File: config.mk
export PLATFORM = sky130hd
export DESIGN_NAME = keypad_alarm_controller_top
export DESIGN_NICKNAME = d
export VERILOG_FILES = /design/src/sv/kac_pkg.sv /design/src/sv/kac_csr.sv /design/src/sv/kac_in_stage.sv /design/src/sv/kac_fsm.sv /design/src/sv/keypad_alarm_controller_top.sv
export SDC_FILE = /design/constraint.sdc
export NUM_CORES = 1
export LEC_CHECK = 0
export ABC_AREA = 1
export BUFFER_PORTS_ARGS = -buffer_cell sky130_fd_sc_hd__buf_2
export CORE_MARGIN = 2
export CORE_UTILIZATION = 45
export DETAILED_ROUTE_END_ITERATION = 8
export GPL_TIMING_DRIVEN = 0
export HOLD_SLACK_MARGIN = 0.1
export PLACE_DENSITY_LB_ADDON = 0.1
export SYNTH_ARGS = -nofsm -noshare
export SYNTH_HDL_FRONTEND = slang
export SYNTH_SLANG_ARGS = --single-unit
export TNS_END_PERCENT = 50
File: constraint.sdc
create_clock -name clock -period 5.2 [get_ports clock]
set_input_delay 0.26 -clock clock [delete_from_list [all_inputs] [get_ports clock]]
set_output_delay 0.26 -clock clock [all_outputs]
set_load 0.01 [all_outputs]
File: src/sv/kac_pkg.sv
// ----------------------------------------------------------------------------
// kac_pkg
// Shared types, codes and the remote command decoder for the keypad alarm
// controller.
// ----------------------------------------------------------------------------
package kac_pkg;

   localparam int KAC_CODE_DIGITS = 3;

   // Configuration port geometry.
   localparam int CSR_INDEX_W = 3;
   localparam int CSR_DATA_W  = 20;

   localparam logic [CSR_INDEX_W-1:0] CSR_PASS_CODE        = 3'd0;
   localparam logic [CSR_INDEX_W-1:0] CSR_MOTION_THRESHOLD = 3'd1;
   localparam logic [CSR_INDEX_W-1:0] CSR_ALARM_TIMEOUT    = 3'd2;
   localparam logic [CSR_INDEX_W-1:0] CSR_MAX_RETRIES      = 3'd3;
   localparam logic [CSR_INDEX_W-1:0] CSR_UNLOCK_CARD      = 3'd4;

   localparam logic [11:0] PASS_CODE_RESET        = 12'h911;
   localparam logic [9:0]  MOTION_THRESHOLD_RESET = 10'd200;
   localparam logic [19:0] ALARM_TIMEOUT_RESET    = 20'd30000;
   localparam logic [3:0]  MAX_RETRIES_RESET      = 4'd2;
   localparam logic [7:0]  UNLOCK_CARD_RESET      = 8'd74;

   typedef struct packed {
      logic [11:0] pass_code;
      logic [9:0]  motion_threshold;
      logic [19:0] alarm_timeout;
      logic [3:0]  max_retries;
      logic [7:0]  unlock_card;
   } cfg_type;

   // Event kinds.
   localparam logic [1:0] FUNC_TICK   = 2'd0;
   localparam logic [1:0] FUNC_REMOTE = 2'd1;
   localparam logic [1:0] FUNC_SAMPLE = 2'd2;
   localparam logic [1:0] FUNC_CARD   = 2'd3;

   typedef struct packed {
      logic [1:0] func;
      logic [7:0] ir_command;
      logic [9:0] pir_sample;
      logic [7:0] card_byte;
   } req_item_type;

   // Mode codes as reported on the result channel.
   localparam logic [2:0] MODE_CODE_OFF      = 3'd0;
   localparam logic [2:0] MODE_CODE_DISARMED = 3'd1;
   localparam logic [2:0] MODE_CODE_ARMED    = 3'd2;
   localparam logic [2:0] MODE_CODE_ALARM    = 3'd3;
   localparam logic [2:0] MODE_CODE_LOCKED   = 3'd4;

   typedef enum logic [4:0] {
      MODE_OFF      = 5'b00001,
      MODE_DISARMED = 5'b00010,
      MODE_ARMED    = 5'b00100,
      MODE_ALARM    = 5'b01000,
      MODE_LOCKED   = 5'b10000
   } mode_type;

   // Event result codes.
   localparam logic [3:0] EV_NONE     = 4'd0;
   localparam logic [3:0] EV_DIGIT    = 4'd1;
   localparam logic [3:0] EV_CLEARED  = 4'd2;
   localparam logic [3:0] EV_WRONG    = 4'd3;
   localparam logic [3:0] EV_ACCEPTED = 4'd4;
   localparam logic [3:0] EV_MOTION   = 4'd5;
   localparam logic [3:0] EV_TIMEOUT  = 4'd6;
   localparam logic [3:0] EV_LOCKOUT  = 4'd7;
   localparam logic [3:0] EV_UNLOCKED = 4'd8;

   typedef struct packed {
      logic [2:0]  mode;
      logic        green_led;
      logic        red_led;
      logic        lock_closed;
      logic        buzzer_on;
      logic [1:0]  digit_count;
      logic [11:0] shown_digits;
      logic [3:0]  event_res;
   } rsp_item_type;

   // Decoded keys: values below ten are digits.
   typedef logic [4:0] key_type;
   localparam key_type KEY_NONE = 5'd16;
   localparam key_type KEY_D    = 5'd17;
   localparam key_type KEY_C    = 5'd18;
   localparam key_type KEY_A    = 5'd19;

   function automatic key_type decode_cmd(input logic [7:0] cmd);
      key_type k;
      case (cmd)
         8'd69:   k = 5'd1;
         8'd70:   k = 5'd2;
         8'd71:   k = 5'd3;
         8'd68:   k = 5'd4;
         8'd64:   k = 5'd5;
         8'd67:   k = 5'd6;
         8'd7:    k = 5'd7;
         8'd21:   k = 5'd8;
         8'd9:    k = 5'd9;
         8'd25:   k = 5'd0;
         8'd22:   k = KEY_D;
         8'd13:   k = KEY_C;
         8'd28:   k = KEY_A;
         default: k = KEY_NONE;
      endcase
      return k;
   endfunction

endpackage

File: src/sv/kac_csr.sv
// ----------------------------------------------------------------------------
// kac_csr
// Configuration registers, written through a plain write port.
// ----------------------------------------------------------------------------
module kac_csr (
   input  logic                            clock,
   input  logic                            reset,
   input  logic                            csr_write_en,
   input  logic [kac_pkg::CSR_INDEX_W-1:0] csr_index,
   input  logic [kac_pkg::CSR_DATA_W-1:0]  csr_wdata,
   output kac_pkg::cfg_type                cfg
);
   import kac_pkg::*;

   cfg_type cfg_ff;
   cfg_type cfg_in;

   always_comb begin
      cfg_in = cfg_ff;
      if (csr_write_en) begin
         case (csr_index)
            CSR_PASS_CODE:        cfg_in.pass_code        = csr_wdata[11:0];
            CSR_MOTION_THRESHOLD: cfg_in.motion_threshold = csr_wdata[9:0];
            CSR_ALARM_TIMEOUT:    cfg_in.alarm_timeout    = csr_wdata[19:0];
            CSR_MAX_RETRIES:      cfg_in.max_retries      = csr_wdata[3:0];
            CSR_UNLOCK_CARD:      cfg_in.unlock_card      = csr_wdata[7:0];
            default:              cfg_in = cfg_ff;
         endcase
      end
   end

   always_ff @(posedge clock) begin
      if (reset) begin
         cfg_ff.pass_code        <= PASS_CODE_RESET;
         cfg_ff.motion_threshold <= MOTION_THRESHOLD_RESET;
         cfg_ff.alarm_timeout    <= ALARM_TIMEOUT_RESET;
         cfg_ff.max_retries      <= MAX_RETRIES_RESET;
         cfg_ff.unlock_card      <= UNLOCK_CARD_RESET;
      end else begin
         cfg_ff <= cfg_in;
      end
   end

   assign cfg = cfg_ff;

endmodule

File: src/sv/kac_in_stage.sv
// ----------------------------------------------------------------------------
// kac_in_stage
// Input register: holds one accepted item until the controller takes it.
// ----------------------------------------------------------------------------
module kac_in_stage (
   input  logic                  clock,
   input  logic                  reset,
   input  logic                  req_valid,
   output logic                  req_ready,
   input  kac_pkg::req_item_type req_item,
   output logic                  item_valid,
   output kac_pkg::req_item_type item,
   input  logic                  item_take
);
   import kac_pkg::*;

   logic         valid_ff;
   logic         valid_in;
   req_item_type item_ff;

   // The register may refill in the same cycle in which its item is taken.
   assign req_ready = !valid_ff || item_take;
   assign valid_in  = (req_valid && req_ready) || (valid_ff && !item_take);

   always_ff @(posedge clock) begin
      if (reset) begin
         valid_ff <= 1'b0;
      end else begin
         valid_ff <= valid_in;
      end
   end

   always_ff @(posedge clock) begin
      if (req_valid && req_ready) begin
         item_ff <= req_item;
      end
   end

   assign item_valid = valid_ff;
   assign item       = item_ff;

endmodule

File: src/sv/kac_fsm.sv
// ----------------------------------------------------------------------------
// kac_fsm
// Panel mode machine with code entry, motion check and alarm timer. It
// computes the result for the item in the input register and updates its
// state when that item is taken.
// ----------------------------------------------------------------------------
module kac_fsm #(
   parameter int CODE_DIGITS = kac_pkg::KAC_CODE_DIGITS
) (
   input  logic                  clock,
   input  logic                  reset,
   input  kac_pkg::cfg_type      cfg,
   input  kac_pkg::req_item_type item,
   input  logic                  item_take,
   output kac_pkg::rsp_item_type result
);
   import kac_pkg::*;

   localparam int DW = 4 * CODE_DIGITS;
   localparam int CW = $clog2(CODE_DIGITS + 1);

   mode_type        mode_ff,    mode_in;
   logic [DW-1:0]   digits_ff,  digits_in;
   logic [CW-1:0]   count_ff,   count_in;
   logic [9:0]      base_ff,    base_in;
   logic            base_ok_ff, base_ok_in;
   logic [3:0]      wrong_ff,   wrong_in;
   logic [19:0]     timer_ff,   timer_in;

   logic [3:0]      ev;
   key_type         key;
   logic [DW+11:0]  pass_ext;
   logic [DW-1:0]   pass_w;
   logic            code_ok;
   logic [CW-1:0]   pos;
   logic [DW-1:0]   digit_ext;
   logic [9:0]      sample_gap;
   logic [DW+11:0]  shown_ext;
   logic [CW+1:0]   count_ext;

   assign key        = decode_cmd(item.ir_command);
   assign pass_ext   = {{DW{1'b0}}, cfg.pass_code};
   assign pass_w     = pass_ext[DW-1:0];
   assign code_ok    = (count_ff == CW'(CODE_DIGITS)) && (digits_ff == pass_w);
   assign pos        = CW'(CODE_DIGITS - 1) - count_ff;
   assign digit_ext  = DW'(key[3:0]) << {pos, 2'b00};
   assign sample_gap = (item.pir_sample > base_ff) ? item.pir_sample - base_ff
                                                   : base_ff - item.pir_sample;

   always_comb begin
      mode_in    = mode_ff;
      digits_in  = digits_ff;
      count_in   = count_ff;
      base_in    = base_ff;
      base_ok_in = base_ok_ff;
      wrong_in   = wrong_ff;
      timer_in   = timer_ff;
      ev         = EV_NONE;
      case (item.func)
         FUNC_TICK: begin
            if (mode_ff == MODE_ALARM) begin
               // The timer saturates and is compared after it counts.
               if (timer_ff != {20{1'b1}}) begin
                  timer_in = timer_ff + 20'd1;
               end
               if (timer_in >= cfg.alarm_timeout) begin
                  mode_in = MODE_LOCKED;
                  ev      = EV_TIMEOUT;
               end
            end
         end
         FUNC_REMOTE: begin
            if (mode_ff == MODE_OFF) begin
               if (key == KEY_D) begin
                  mode_in   = MODE_DISARMED;
                  digits_in = '0;
                  count_in  = '0;
               end
            end else if (mode_ff == MODE_LOCKED || key == KEY_NONE) begin
               ev = EV_NONE;
            end else if (key == KEY_D) begin
               if (mode_ff == MODE_DISARMED) begin
                  mode_in   = MODE_OFF;
                  digits_in = '0;
                  count_in  = '0;
               end
            end else if (key == KEY_C) begin
               digits_in = '0;
               count_in  = '0;
               ev        = EV_CLEARED;
            end else if (key == KEY_A) begin
               digits_in = '0;
               count_in  = '0;
               if (code_ok) begin
                  ev = EV_ACCEPTED;
                  if (mode_ff == MODE_DISARMED) begin
                     mode_in    = MODE_ARMED;
                     base_ok_in = 1'b0;
                  end else begin
                     mode_in = MODE_DISARMED;
                  end
               end else if (mode_ff == MODE_ALARM) begin
                  if (wrong_ff < cfg.max_retries) begin
                     wrong_in = wrong_ff + 4'd1;
                     ev       = EV_WRONG;
                  end else begin
                     mode_in = MODE_LOCKED;
                     ev      = EV_LOCKOUT;
                  end
               end else begin
                  ev = EV_WRONG;
               end
            end else if (count_ff < CW'(CODE_DIGITS)) begin
               digits_in = digits_ff | digit_ext;
               count_in  = count_ff + CW'(1);
               ev        = EV_DIGIT;
            end
         end
         FUNC_SAMPLE: begin
            if (mode_ff == MODE_ARMED) begin
               if (!base_ok_ff) begin
                  base_in    = item.pir_sample;
                  base_ok_in = 1'b1;
               end else if (sample_gap > cfg.motion_threshold) begin
                  mode_in   = MODE_ALARM;
                  digits_in = '0;
                  count_in  = '0;
                  wrong_in  = '0;
                  timer_in  = '0;
                  ev        = EV_MOTION;
               end
            end
         end
         default: begin
            if (mode_ff == MODE_LOCKED && item.card_byte == cfg.unlock_card) begin
               mode_in    = MODE_OFF;
               digits_in  = '0;
               count_in   = '0;
               base_in    = '0;
               base_ok_in = 1'b0;
               wrong_in   = '0;
               timer_in   = '0;
               ev         = EV_UNLOCKED;
            end
         end
      endcase
   end

   always_ff @(posedge clock) begin
      if (reset) begin
         mode_ff    <= MODE_OFF;
         digits_ff  <= '0;
         count_ff   <= '0;
         base_ff    <= '0;
         base_ok_ff <= 1'b0;
         wrong_ff   <= '0;
         timer_ff   <= '0;
      end else if (item_take) begin
         mode_ff    <= mode_in;
         digits_ff  <= digits_in;
         count_ff   <= count_in;
         base_ff    <= base_in;
         base_ok_ff <= base_ok_in;
         wrong_ff   <= wrong_in;
         timer_ff   <= timer_in;
      end
   end

   assign shown_ext = {12'b0, digits_in};
   assign count_ext = {2'b0, count_in};

   always_comb begin
      case (mode_in)
         MODE_OFF:      result.mode = MODE_CODE_OFF;
         MODE_DISARMED: result.mode = MODE_CODE_DISARMED;
         MODE_ARMED:    result.mode = MODE_CODE_ARMED;
         MODE_ALARM:    result.mode = MODE_CODE_ALARM;
         MODE_LOCKED:   result.mode = MODE_CODE_LOCKED;
         default:       result.mode = MODE_CODE_OFF;
      endcase
      result.green_led    = (mode_in == MODE_DISARMED);
      result.red_led      = (mode_in == MODE_ARMED) || (mode_in == MODE_ALARM) ||
                            (mode_in == MODE_LOCKED);
      result.lock_closed  = (mode_in == MODE_LOCKED);
      result.buzzer_on    = (mode_in == MODE_LOCKED);
      result.digit_count  = count_ext[1:0];
      result.shown_digits = shown_ext[11:0];
      result.event_res    = ev;
   end

endmodule

File: src/sv/keypad_alarm_controller_top.sv
// ----------------------------------------------------------------------------
// keypad_alarm_controller_top
// Alarm panel controller: one event item in, one status item out.
// ----------------------------------------------------------------------------
// An accepted item is held in the input register, and its result is then held
// in the result register; a low rsp_ready can stall either one.
// Throughput: one item per cycle while rsp_ready stays high; the mode update is
// a single pass of logic between the input register and the result register.
// Reset (synchronous, active high): mode off, code entry, baseline, retry
// count and alarm timer cleared; configuration registers return to their reset values.
module keypad_alarm_controller_top #(
   parameter int CODE_DIGITS = kac_pkg::KAC_CODE_DIGITS
) (
   input  logic                            clock,
   input  logic                            reset,
   input  logic                            csr_write_en,
   input  logic [kac_pkg::CSR_INDEX_W-1:0] csr_index,
   input  logic [kac_pkg::CSR_DATA_W-1:0]  csr_wdata,
   input  logic                            req_valid,
   output logic                            req_ready,
   input  logic [1:0]                      req_func,
   input  logic [7:0]                      req_ir_command,
   input  logic [9:0]                      req_pir_sample,
   input  logic [7:0]                      req_card_byte,
   output logic                            rsp_valid,
   input  logic                            rsp_ready,
   output logic [2:0]                      rsp_mode,
   output logic                            rsp_green_led,
   output logic                            rsp_red_led,
   output logic                            rsp_lock_closed,
   output logic                            rsp_buzzer_on,
   output logic [1:0]                      rsp_digit_count,
   output logic [11:0]                     rsp_shown_digits,
   output logic [3:0]                      rsp_event_res
);
   import kac_pkg::*;

   cfg_type      cfg;
   req_item_type req_item;
   req_item_type item;
   logic         item_valid;
   logic         item_take;
   rsp_item_type result;
   rsp_item_type rsp_ff;
   logic         rsp_valid_ff;
   logic         rsp_valid_in;

   assign req_item.func       = req_func;
   assign req_item.ir_command = req_ir_command;
   assign req_item.pir_sample = req_pir_sample;
   assign req_item.card_byte  = req_card_byte;

   kac_csr u_csr (
      .clock        (clock),
      .reset        (reset),
      .csr_write_en (csr_write_en),
      .csr_index    (csr_index),
      .csr_wdata    (csr_wdata),
      .cfg          (cfg)
   );

   kac_in_stage u_in_stage (
      .clock      (clock),
      .reset      (reset),
      .req_valid  (req_valid),
      .req_ready  (req_ready),
      .req_item   (req_item),
      .item_valid (item_valid),
      .item       (item),
      .item_take  (item_take)
   );

   kac_fsm #(
      .CODE_DIGITS (CODE_DIGITS)
   ) u_fsm (
      .clock     (clock),
      .reset     (reset),
      .cfg       (cfg),
      .item      (item),
      .item_take (item_take),
      .result    (result)
   );

   // An item moves on whenever the result register is empty or being emptied.
   assign item_take    = item_valid && (!rsp_valid_ff || rsp_ready);
   assign rsp_valid_in = item_take || (rsp_valid_ff && !rsp_ready);

   always_ff @(posedge clock) begin
      if (reset) begin
         rsp_valid_ff <= 1'b0;
      end else begin
         rsp_valid_ff <= rsp_valid_in;
      end
   end

   always_ff @(posedge clock) begin
      if (item_take) begin
         rsp_ff <= result;
      end
   end

   assign rsp_valid        = rsp_valid_ff;
   assign rsp_mode         = rsp_ff.mode;
   assign rsp_green_led    = rsp_ff.green_led;
   assign rsp_red_led      = rsp_ff.red_led;
   assign rsp_lock_closed  = rsp_ff.lock_closed;
   assign rsp_buzzer_on    = rsp_ff.buzzer_on;
   assign rsp_digit_count  = rsp_ff.digit_count;
   assign rsp_shown_digits = rsp_ff.shown_digits;
   assign rsp_event_res    = rsp_ff.event_res;

   a_no_rsp_after_reset: assert property (@(posedge clock)
      reset |=> !rsp_valid)
      else $error("result valid right after reset");

   a_leds_follow_mode: assert property (@(posedge clock) disable iff (reset)
      rsp_valid |-> (rsp_green_led == (rsp_mode == MODE_CODE_DISARMED)) &&
                    (rsp_lock_closed == (rsp_mode == MODE_CODE_LOCKED)) &&
                    (rsp_buzzer_on == rsp_lock_closed))
      else $error("indicator outputs disagree with mode");

   a_unlock_to_off: assert property (@(posedge clock) disable iff (reset)
      (rsp_valid && rsp_event_res == EV_UNLOCKED) |->
         (rsp_mode == MODE_CODE_OFF) && (rsp_digit_count == 2'd0))
      else $error("unlock did not return the panel to off");

   a_motion_to_alarm: assert property (@(posedge clock) disable iff (reset)
      (rsp_valid && rsp_event_res == EV_MOTION) |->
         (rsp_mode == MODE_CODE_ALARM) && (rsp_shown_digits == 12'd0))
      else $error("motion event without a clean alarm entry");

endmodule
Word level (Yosys, flattened, before mapping) --
Index checks and enable logic that the tools add are counted.
Word-level totals: flip-flop bits (word level) 162, latch bits 0, bits in writable memories 0, ROM bits 0, bits of input ports 56, output and inout bits 27, logic and storage cells 223, memories kept 0
Cells by class: $add $sub $neg 6, multipliers 0, div/mod/pow operators 0, magnitude comparators 5, equal/unequal tests 51, shift operators 1, muxes and demuxes 99, bitwise gates (word level) 4, reductions and logical operators 32
Operator list (count):
- 20-bit 2-to-1 mux | 8
- 12-bit 2-to-1 mux | 12
- 4-bit 2-to-1 mux | 22
- 5-bit 2-to-1 mux | 16
- 5-bit one-hot mux with 13 select lines | 1
- 20-bit one-hot mux with 3 select lines | 1
- 8-bit by 7-bit equality test with 1-bit output, second input constant | 6
- 10-bit 2-to-1 mux | 4
- 12-bit one-hot mux with 3 select lines | 1
- 8-bit by 5-bit equality test with 1-bit output, second input constant | 4
- 5-bit equality test, second input constant | 6
- 2-bit 2-to-1 mux | 12
- 4-bit one-hot mux with 3 select lines | 2
- 20-bit by 1-bit adder with 20-bit output, second input constant | 1
- 20-bit >= comparator | 1
- 10-bit > comparator | 2
- 20-bit != test, second input constant | 1
- 10-bit one-hot mux with 2 select lines | 1
- 10-bit subtractor | 2
- 2-bit by 1-bit != test with 1-bit output, second input constant | 9
- 8-bit by 4-bit equality test with 1-bit output, second input constant | 2
- 3-bit 2-to-1 mux | 5
- 5-bit one-hot mux with 3 select lines | 1
- 14-bit AND reduction | 1
- other kinds (37) | 77

Depth between registers and ports, before layout --
word-level depth 13, mapped depth 35, gate-level depth less buffers 35

Hierarchy --
A second synthesis with hierarchy kept.
Second synthesis, totals: cell total of the unflattened synthesis 1453, area total of the unflattened synthesis 10221.1 sq um
By module, submodules not included:
- kac_fsm | times used 1, cells each 1080, area an instance 6383.6 sq um, sequential area each 1081.0 sq um
- kac_csr | times used 1, cells each 308, area an instance 2150.8 sq um, sequential area each 1081.0 sq um
- kac_in_stage | times used 1, cells each 34, area an instance 888.4 sq um, sequential area each 860.8 sq um
- keypad_alarm_controller_top | times used 1, cells each 31, area an instance 798.3 sq um, sequential area each 770.7 sq um

Worst setup path before layout --
No wires, ideal clock.
path type reg2reg, start register u_in_stage.item_ff, in the netlist u_in_stage.item[8], end register rsp_ff, in the netlist rsp_shown_digits[8] (data pin), setup time 251 ps, arrival 3514 ps, required time 4949 ps, slack 1435 ps, cell stages (with the launch flop) 31, path buffers 1, period minus slack after synthesis 3765 ps, cell sequence edfxtp_1 > inv_1 > ha_1 > inv_1 > fa_1 > nand2_1 > nand2_1 > inv_1 > nor2_1 > nor3_1 > nor2_1 > nor2_1 > nand2_1 > nand2_1 > buf_2 > nand2_1 > o21ai_0 > xnor2_1 > inv_1 > ha_1 > nand2_1 > nor2_1 > o211ai_1 > nand3_1 > nand3_1 > a21oi_1 > inv_2 > a21oi_1 > nand2_1 > nand2_1 > inv_1
RTL lines:
- from (decl) | RTL line kac_in_stage.sv:19 | req_item_type item_ff;
- from (signal assigned) | RTL line kac_in_stage.sv:35 | item_ff <= req_item;
- to (signal assigned) | RTL line keypad_alarm_controller_top.sv:98 | rsp_ff <= result;
- to (decl) | RTL line keypad_alarm_controller_top.sv:44 | rsp_item_type rsp_ff;

==> impl_results.md <==
- Hold Worst Slack: 0.114 ns
- PortBufs: 82
- Multiplexer share of the synthesized area: less than 1%
- Die Y: ~150 um
- CTS Root Cell: clkbuf_16
- Initial antenna violation count: 0
- Slew HR: between 20% and 30%
- Post-place instance area: 0.0109 sq mm
- Transition time at the pin with the least slew margin: between 1 and 1.5 ns
- Initial core utilization: between 40% and 50%
- Net Count, Synth: around 1600
- Ranking of synthesized cells by area: dfxtp_1 (22%), edfxtp_1 (15%), nand2_1 (15%), ha_1 (7.6%), inv_1 (7.2%)
- Standard cell core area: 0.0220 sq mm
- Simple-gate share of the synthesized area: approximately 29%
- Average wire per standard cell: around 15 um
- Post-CTS repair timing setup buffer count: 0
- Number of standard cells after synthesis: approximately 1500
- Width of the die: about 150 um
- Sequential cell area: 0.00376 sq mm
- Clk slew on worst S/H paths: ~0.070 ns
- Wire length on met2: 13000 um
- Max Clock Skew: roughly 0.01 ns
- Clk_lat worst skew: 0.44 ns
- I/O Pins: between 80 and 90
- Count of max-cap constraint violations: 0
- Net count, final: 1705
- Number of fill cells in the layout: ~2200
- Number of slew-limit violations in the final report: 0
- Crit-path most repeated cell: nand2_1
- Area of combinational cells with multiple inputs: roughly 0.0054 sq mm
- Peak VDD IR: 0.221 mV
- Post-Route Setup TNS: 0 ns
- Primary FF master, synth: dfxtp_1
- Syn-to-layout area delta: 16.7%
- Post-synthesis compound-gate area fraction: approximately 14%
- Share of layout cells above drive strength 1: between 10% and 20%
- Endpoint required time on the critical path: ~5.4 ns
- Row count: 54
- Clock network fraction of design power: 40.5%
- Xor-xnor portion of the synthesized cell area: under 10%
- Slowest cell on the critical path: edfxtp_1
- Register area share after synthesis: 37.3%
- Grt ovf: 0
- Total clock buffers created by CTS: 17
- Switching power: a little over 0.0009 W
- Detailed Place HPWL: 21100 um
- Count of cells resized by post-cts repair: 0
- Die area: roughly 0.024 sq mm
- CTS tree: yes
- Adder-cell share of the synthesized area: approximately 8.0%
- Number of warnings issued by yosys: 0
- Share of total power in combinational logic: between 10% and 20%
- Arrival time at the worst endpoint: 4.85 ns
- TritonCTS sink count: 162
- P_int: 0.00225 W
- Global-route wire length before repair: about 45000 um
- Slack of the critical path: 0.542 ns
- RD Place Congestion: 0.922
- Post-synthesis area per instance: ~7 sq um
- Routed WL: 27700 um
- Count of unique library cells instantiated by Yosys: between 40 and 50
- Final core occ: between 50 and 60%
- Combinational family with the most area after synthesis: simple AND/OR/NAND/NOR gates
- Upper clock frequency limit: approximately 210 MHz
- Kind of launch point of the worst setup path: register
- Most frequent cells in the layout: nand2_1 (414), inv_1 (195), a21oi_1 (133), nor2_1 (115), dfxtp_1 (110)
- Setup repair after global routing missed its margin: false
- Remaining design rule violation count: 0
- Number of antenna repair diodes: 0
- Detailed Route Iter0 Violations: 593
- Hold Crit Class: input pin to register
- Share of power burned in registers: approximately 44%
- DR pass1 iterations: 7
- Worst slack, placed: 0.666 ns
- Cts-stage hold buffer count: 34
- Antenna violation net count after detailed routing: 0
- H-tree Lvls: 4
- Vias in the first global route: around 9000
- Run status: complete, no violations
- Post-layout instance area: 0.0118 sq mm
- Pleak: around 5.5 nW
- Total of flip-flops plus latches after synthesis: roughly 160
- Wl on met1: approximately 13000 um
- Crit share post-route: 89.6%
- Total number of vias: around 9600
- Final worst path period need: ~4.7 ns
- Mapped cell area: 0.0101 sq mm
- Top metal layer carrying routed signals: met4
- Count of flip-flops with a built-in enable after synthesis: 52
- Pin count of the biggest net entering global routing: 34
- PwrDens: 268 mW/mm^2
- Hold Fails Final Rpt: 0
- Type of the worst setup path: register to register
- Wire length on met3: 1050 um
- Global-route usage over all layers: a little under a quarter
- Critical Path Fanout Max: 10
- Highest cell delay on the worst timing path: between 0.4 and 0.5 ns
- Fraction of registers with async set/reset: 0%
- Cell type with the highest aggregate area in the netlist: dfxtp_1
- Most common cell after layout, fill and taps aside: nand2_1
- Top cell type's share of synthesized area: between 20% and 30%
- Net Sw Frac: around 29%
- Vias per std cell: 5.13
- Number of buffers on the longest clock path: 2
- Sort of element at the end of the critical path: register
- Final setup violation count: 0
==> kinds of logic after synthesis <==
kind of cell             after synthesis
AO/OA/AOI/OAI                        261
XOR/XNOR                              31
adder cells (fa/ha/maj)               63
buffers and inverters                246
flip-flops                           162
multiplexers                           2
AND/OR/NAND/NOR                      686
==> routing by layer <==
layer	global-route usage (%)	up-vias
li1	-	4980
met1	31.3	4410
met2	40.9	202
met3	3.16	45
met4	7.70	0
met5	0	-
==> layout make-up <==
class	count	area share (%)
inverters	206	6.56
well taps	280	2.97
plain buffers	40	1.50
clock buffers	18	3.64
repair buffers	116	6.37
clock inverters	14	1.32
multi-input cells	1043	45.7
flip-flops and latches	162	31.9
==> Yosys cell counts, types with 3 or more instances <==
cell type  count
nand2_1      414
o21ai_1        7
and3_1         4
nand2_2        8
nor2_1       115
a211oi_1       3
xor2_1        15
o211ai_1      17
nor2_4         4
xnor2_1       16
nand3_1       85
nor3_1        16
ha_1          61
dfxtp_1      110
o21ai_0       90
a21oi_1      133
o21a_1         3
nand4_1       18
inv_2         10
inv_1        195
clkbuf_1      27
nor2_2         7
edfxtp_1      52
buf_2          8
==> worst max-delay path, delay by kind of cell (launching register included) <==
family | cells | cell delay [ns]
adders and majority gates | 3 | 0.85
AOI/OAI and AO/OA | 4 | 0.76
and+or+nand+nor | 14 | 1.44
xor gates and xnor gates | 1 | 0.16
DFF | 1 | 0.42
buffers and inverters | 6 | 0.75
==> power by group through the flow <==
stage	registers [W]	clock network (W)	logic (W)
detailed placement	0.00143	0	0.000462
floorplan	0.00142	0	0.000318
global route	0.00140	0.00135	0.000550
global placement	0.00143	0	0.000456
CTS	0.00140	0.00130	0.000483
finish	0.00140	0.00128	0.000483
==> path summary, 6_finish.rpt <==
kind / startpoint / cells after the start / endpoint / slack (ns)
min reg2reg: u_csr.cfg[8] / 2 / u_csr.cfg[8] / 0.46
max reg2reg: u_in_stage.item[8] / 28 / rsp_shown_digits[8] / 0.54
max: u_in_stage.item[8] / 28 / rsp_shown_digits[8] / 0.54
min: csr_wdata[18] / 3 / u_csr.cfg[30] / 0.11
==> registers in the layout, summed over array words and instances, names as in the netlist, 2 cells and up <==
name              cells
rsp_event_res         4
u_fsm.timer_ff       20
u_fsm.base_ff        10
rsp_mode              3
u_csr.cfg            54
u_fsm.count_ff        2
u_fsm.digits_ff      12
rsp_digit_count       2
u_fsm.wrong_ff        4
rsp_shown_digits     12
u_fsm.mode_ff         5
u_in_stage.item      28
==> through the flow <==
stage,total power [W],std cells
2_1_floorplan,0.00174,1451
3_3_place_gp,0.00188,1813
3_5_place_dp,0.00189,1813
4_1_cts,0.00318,1879
5_1_grt,0.00330,1879
6_report,0.00316,1879
No activity file was read; power rests on OpenSTA's default activity.
